`src/acbc_ram.sv`:
```
module acbc_ram #(
    parameter int WIDTH = 64,
    parameter int DEPTH = 22
) (
    input  logic                     i_clk,
    input  logic                     i_we,
    input  logic [$clog2(DEPTH)-1:0] i_waddr,
    input  logic [WIDTH-1:0]         i_wdata,
    input  logic [$clog2(DEPTH)-1:0] i_raddr,
    output logic [WIDTH-1:0]         o_rdata
);
    logic [WIDTH-1:0] r_mem [DEPTH];

    always_ff @(posedge i_clk) begin
        if (i_we) begin
            r_mem[i_waddr] <= i_wdata;
        end
        o_rdata <= r_mem[i_raddr];
    end
endmodule

```
`config.mk`:
```
export PLATFORM = sky130hd
export DESIGN_NAME = acbc_ram
export DESIGN_NICKNAME = d
export VERILOG_FILES = /design/src/acbc_ram.sv
export SDC_FILE = /design/constraint.sdc
export NUM_CORES = 1
export LEC_CHECK = 0
export BUFFER_PORTS_ARGS = -buffer_cell sky130_fd_sc_hd__clkbuf_2
export CAP_MARGIN = 20
export CORE_MARGIN = 2
export CORE_UTILIZATION = 25
export DETAILED_ROUTE_END_ITERATION = 6
export SYNTH_ARGS = -nofsm -noshare
export SYNTH_HDL_FRONTEND = slang
export SYNTH_SLANG_ARGS = --single-unit
```
`constraint.sdc`:
```
create_clock -name i_clk -period 14.25 [get_ports i_clk]
set_clock_uncertainty 0.15 [all_clocks]
set_input_delay 2.1375 -clock i_clk [delete_from_list [all_inputs] [get_ports i_clk]]
set_output_delay 2.1375 -clock i_clk [all_outputs]
set_load 0.02 [all_outputs]
```
==> impl_metrics.tcl <==
set metrics [dict create \
    antenna_found_initial 30 \
    coreArea_mm2 0.2199 \
    die_w_um 474.5 \
    place_congestion 0.7351 \
    syn_to_final_growth_pct 16.43 \
    holdPathStages 4 \
    clock.fmax_mhz 198.7 \
    min_period_over_period_pct 35.32 \
    drcViolationCount 0 \
    start_util_pct 25.16 \
    die_y_um 474.5 \
    root_buffer "clkbuf_16" \
    power_density_mw_per_mm2 142.1 \
    fin_ws_ns 9.217 \
    cts_resized 0 \
    peakVddDrop_v 0.00008517 \
    post_cts_hold_buffer_count 0 \
    status "complete, no violations" \
    numClockSinks 1472 \
    p_leak_nw 20.90 \
    ant_nets 0 \
    grt_pass1_wl_mm 193.4 \
    seq_area_frac_synth_pct 78.73 \
    hold_end "o_rdata[44]$_DFF_P_" \
    critPathArrivalTime_ns 5.53 \
    start_kind "input port" \
    syn_nets 2827 \
    rsz0062_at_grt "no" \
    hold_viol_final 0 \
    netlist_instances 2751 \
    via_count 26540 \
    ios 140 \
    multi_input_area_mm2 0.01102 \
    hold_class "flop to flop" \
    drive_gt1_share_pct 19.08 \
    cts_buffers 147 \
    r2r-end "o_rdata[23]$_DFF_P_" \
    dr.pass1.iters 5 \
    post_cts_buffers 0 \
    nFillCells 21610 \
    ys_types 28 \
    ys_warn_count 0 \
    cts_tree "done" \
    worstHoldStart "r_mem[16][44]$_DFFE_PP_" \
    setup_tns_ns 0 \
    finalCriticalPeriod_ns 5.033 \
    relSlewSlack_pct 23.66 \
    cts_buffer_depth 3 \
    fp.dieArea_mm2 0.2251 \
    routedWlPerCell_um 22.39 \
    io_buffers 139 \
    max_cap_viol_count 0 \
    setup_viol 0 \
    synth-seq-cells 1472 \
    clkLatencyLatePin_ns 0.77 \
    std_cell_rows 172 \
    path_clk_slew_ns 0.06 \
    required_ns 14.74 \
    drt-initial-drc-count 2327 \
    grt_max_degree 116 \
    nets 3030 \
    regArea_mm2 0.04356 \
    reg2reg_depth 4 \
    syn_area_mm2 0.05533 \
    syn_area_per_cell_um2 20.11 \
    total_power_w 0.009151 \
    grt-ovfl-total 0 \
    r2r-start "r_mem[7][23]$_DFFE_PP_" \
    dp_hpwl_mm 71.43 \
    r2r_slack_ns 12.43 \
    worst-slew-pin-transition_ns 1.145 \
    place_worst_setup_slack_ns 8.418 \
    grt_pass1_vias 26750 \
    grt_use_total_pct 11.77 \
    cts_max_level 4 \
    worst-path-max-fanout 72 \
    finalMaxSlewViolations 0 \
    routed_wl_mm 135.3 \
    critPathKind "input port to flop" \
    cp-end-kind "flop" \
    vias_per_cell 4.392 \
]
[worst max path at each step]
stage / start / endpoint / slack (ns) / depth (start not counted)
detailed placement: i_raddr[0] / o_rdata[59]$_DFF_P_ / 8.42 / 7
CTS: i_raddr[0] / o_rdata[59]$_DFF_P_ / 9.23 / 7
global placement: i_raddr[0] / o_rdata[58]$_DFF_P_ / 8.40 / 7
global route: i_raddr[0] / o_rdata[59]$_DFF_P_ / 9.01 / 7
floorplan: i_waddr[0] / r_mem[0][0]$_DFFE_PP_ / 8.17 / 3
finish: i_raddr[0] / o_rdata[58]$_DFF_P_ / 9.22 / 7
[cell usage in the layout (no fill, tap or decap), types with 6 or more instances in the layout]
master,n
clkbuf_2,136
clkbuf_8,17
edfxtp_1,1408
clkinv_2,23
clkinvlp_4,6
bufinv_16,11
nand2_1,66
mux4_2,128
dfxtp_1,64
mux2i_1,448
a22oi_1,192
diode_2,9
nand4_1,64
buf_4,63
nor2b_1,64
clkinv_1,18
clkbuf_1,29
nor2_1,66
clkbuf_16,153
a211oi_1,64
nor2_4,22
[layout make-up]
type / count / share of cell area, %
clock buffers: 199 / 6.475
diodes: 9 / 0.03496
repair buffers: 203 / 1.880
clock inverters: 72 / 1.146
well taps: 2958 / 5.745
flip-flops and latches: 1472 / 67.62
multi-input cells: 1130 / 17.10
[power by group]
group          internal (W)  leakage [nW]  switching, W  total (W)
logic              0.000137          5.28      0.000274   0.000412
registers           0.00481          13.2     0.0000289    0.00484
clock network       0.00227          2.40       0.00163    0.00390
total               0.00721          20.9       0.00194    0.00915
[synth_stat cells]
master / instances / share of area, %
buf_1: 11 / 0.075
clkbuf_2: 1 / 0.0090
or3_1: 1 / 0.011
a22oi_1: 192 / 2.6
edfxtp_1: 1408 / 76
and2_1: 1 / 0.011
mux4_2: 128 / 5.2
clkbuf_4: 2 / 0.027
buf_4: 23 / 0.31
a211oi_1: 64 / 0.87
nor4bb_1: 1 / 0.018
buf_6: 38 / 0.77
nand3b_1: 4 / 0.054
clkbuf_1: 53 / 0.36
nor2_1: 88 / 0.60
nor3b_1: 1 / 0.014
nand2b_1: 1 / 0.011
nor4_4: 1 / 0.038
nand3_1: 1 / 0.0090
nor4b_1: 2 / 0.032
mux2i_1: 448 / 8.1
dfxtp_1: 64 / 2.3
nand2_1: 66 / 0.45
and3b_1: 1 / 0.016
buf_2: 21 / 0.19
or3b_2: 2 / 0.032
nand4_1: 64 / 0.72
nor2b_1: 64 / 0.72
[flip-flops by register name (all words and copies together), names as in the netlist]
register / count
r_mem: 1408
o_rdata: 64
[stage by stage]
step	cell area (um^2)	instances	hold slack, ns	utilization [%]
final	64420	6043	0.5005	29.29
after global routing	64420	6041	0.5535	29.29
after CTS	64400	6034	0.5030	29.28
after detailed placement	59490	5763	0.4905	27.05
after global placement	59490	5763	0.4845	27.05
after floorplan	55330	2751	0.4597	-
[routing by layer]
layer | GRT usage, % | wire, um
met1 | 14.32 | 54990
met2 | 20.71 | 69950
met3 | 2.736 | 7344
met4 | 3.361 | 2825
met5 | 0 | 194
[critical path, cell delays in order]
cell,delay (ns)
buf_8,0.50
buf_4,0.85
buf_4,0.79
mux4_2,0.59
nor2b_1,0.14
a211oi_1,0.23
nor2_1,0.07
[kinds of logic after synthesis]
logic type	after synthesis	share of synthesized area, %
simple gates	298	2.738
buf+inv	149	1.746
flops	1472	78.73
compound gates	256	3.473
mux	576	13.31
No activity file was read; power rests on OpenSTA's default activity.
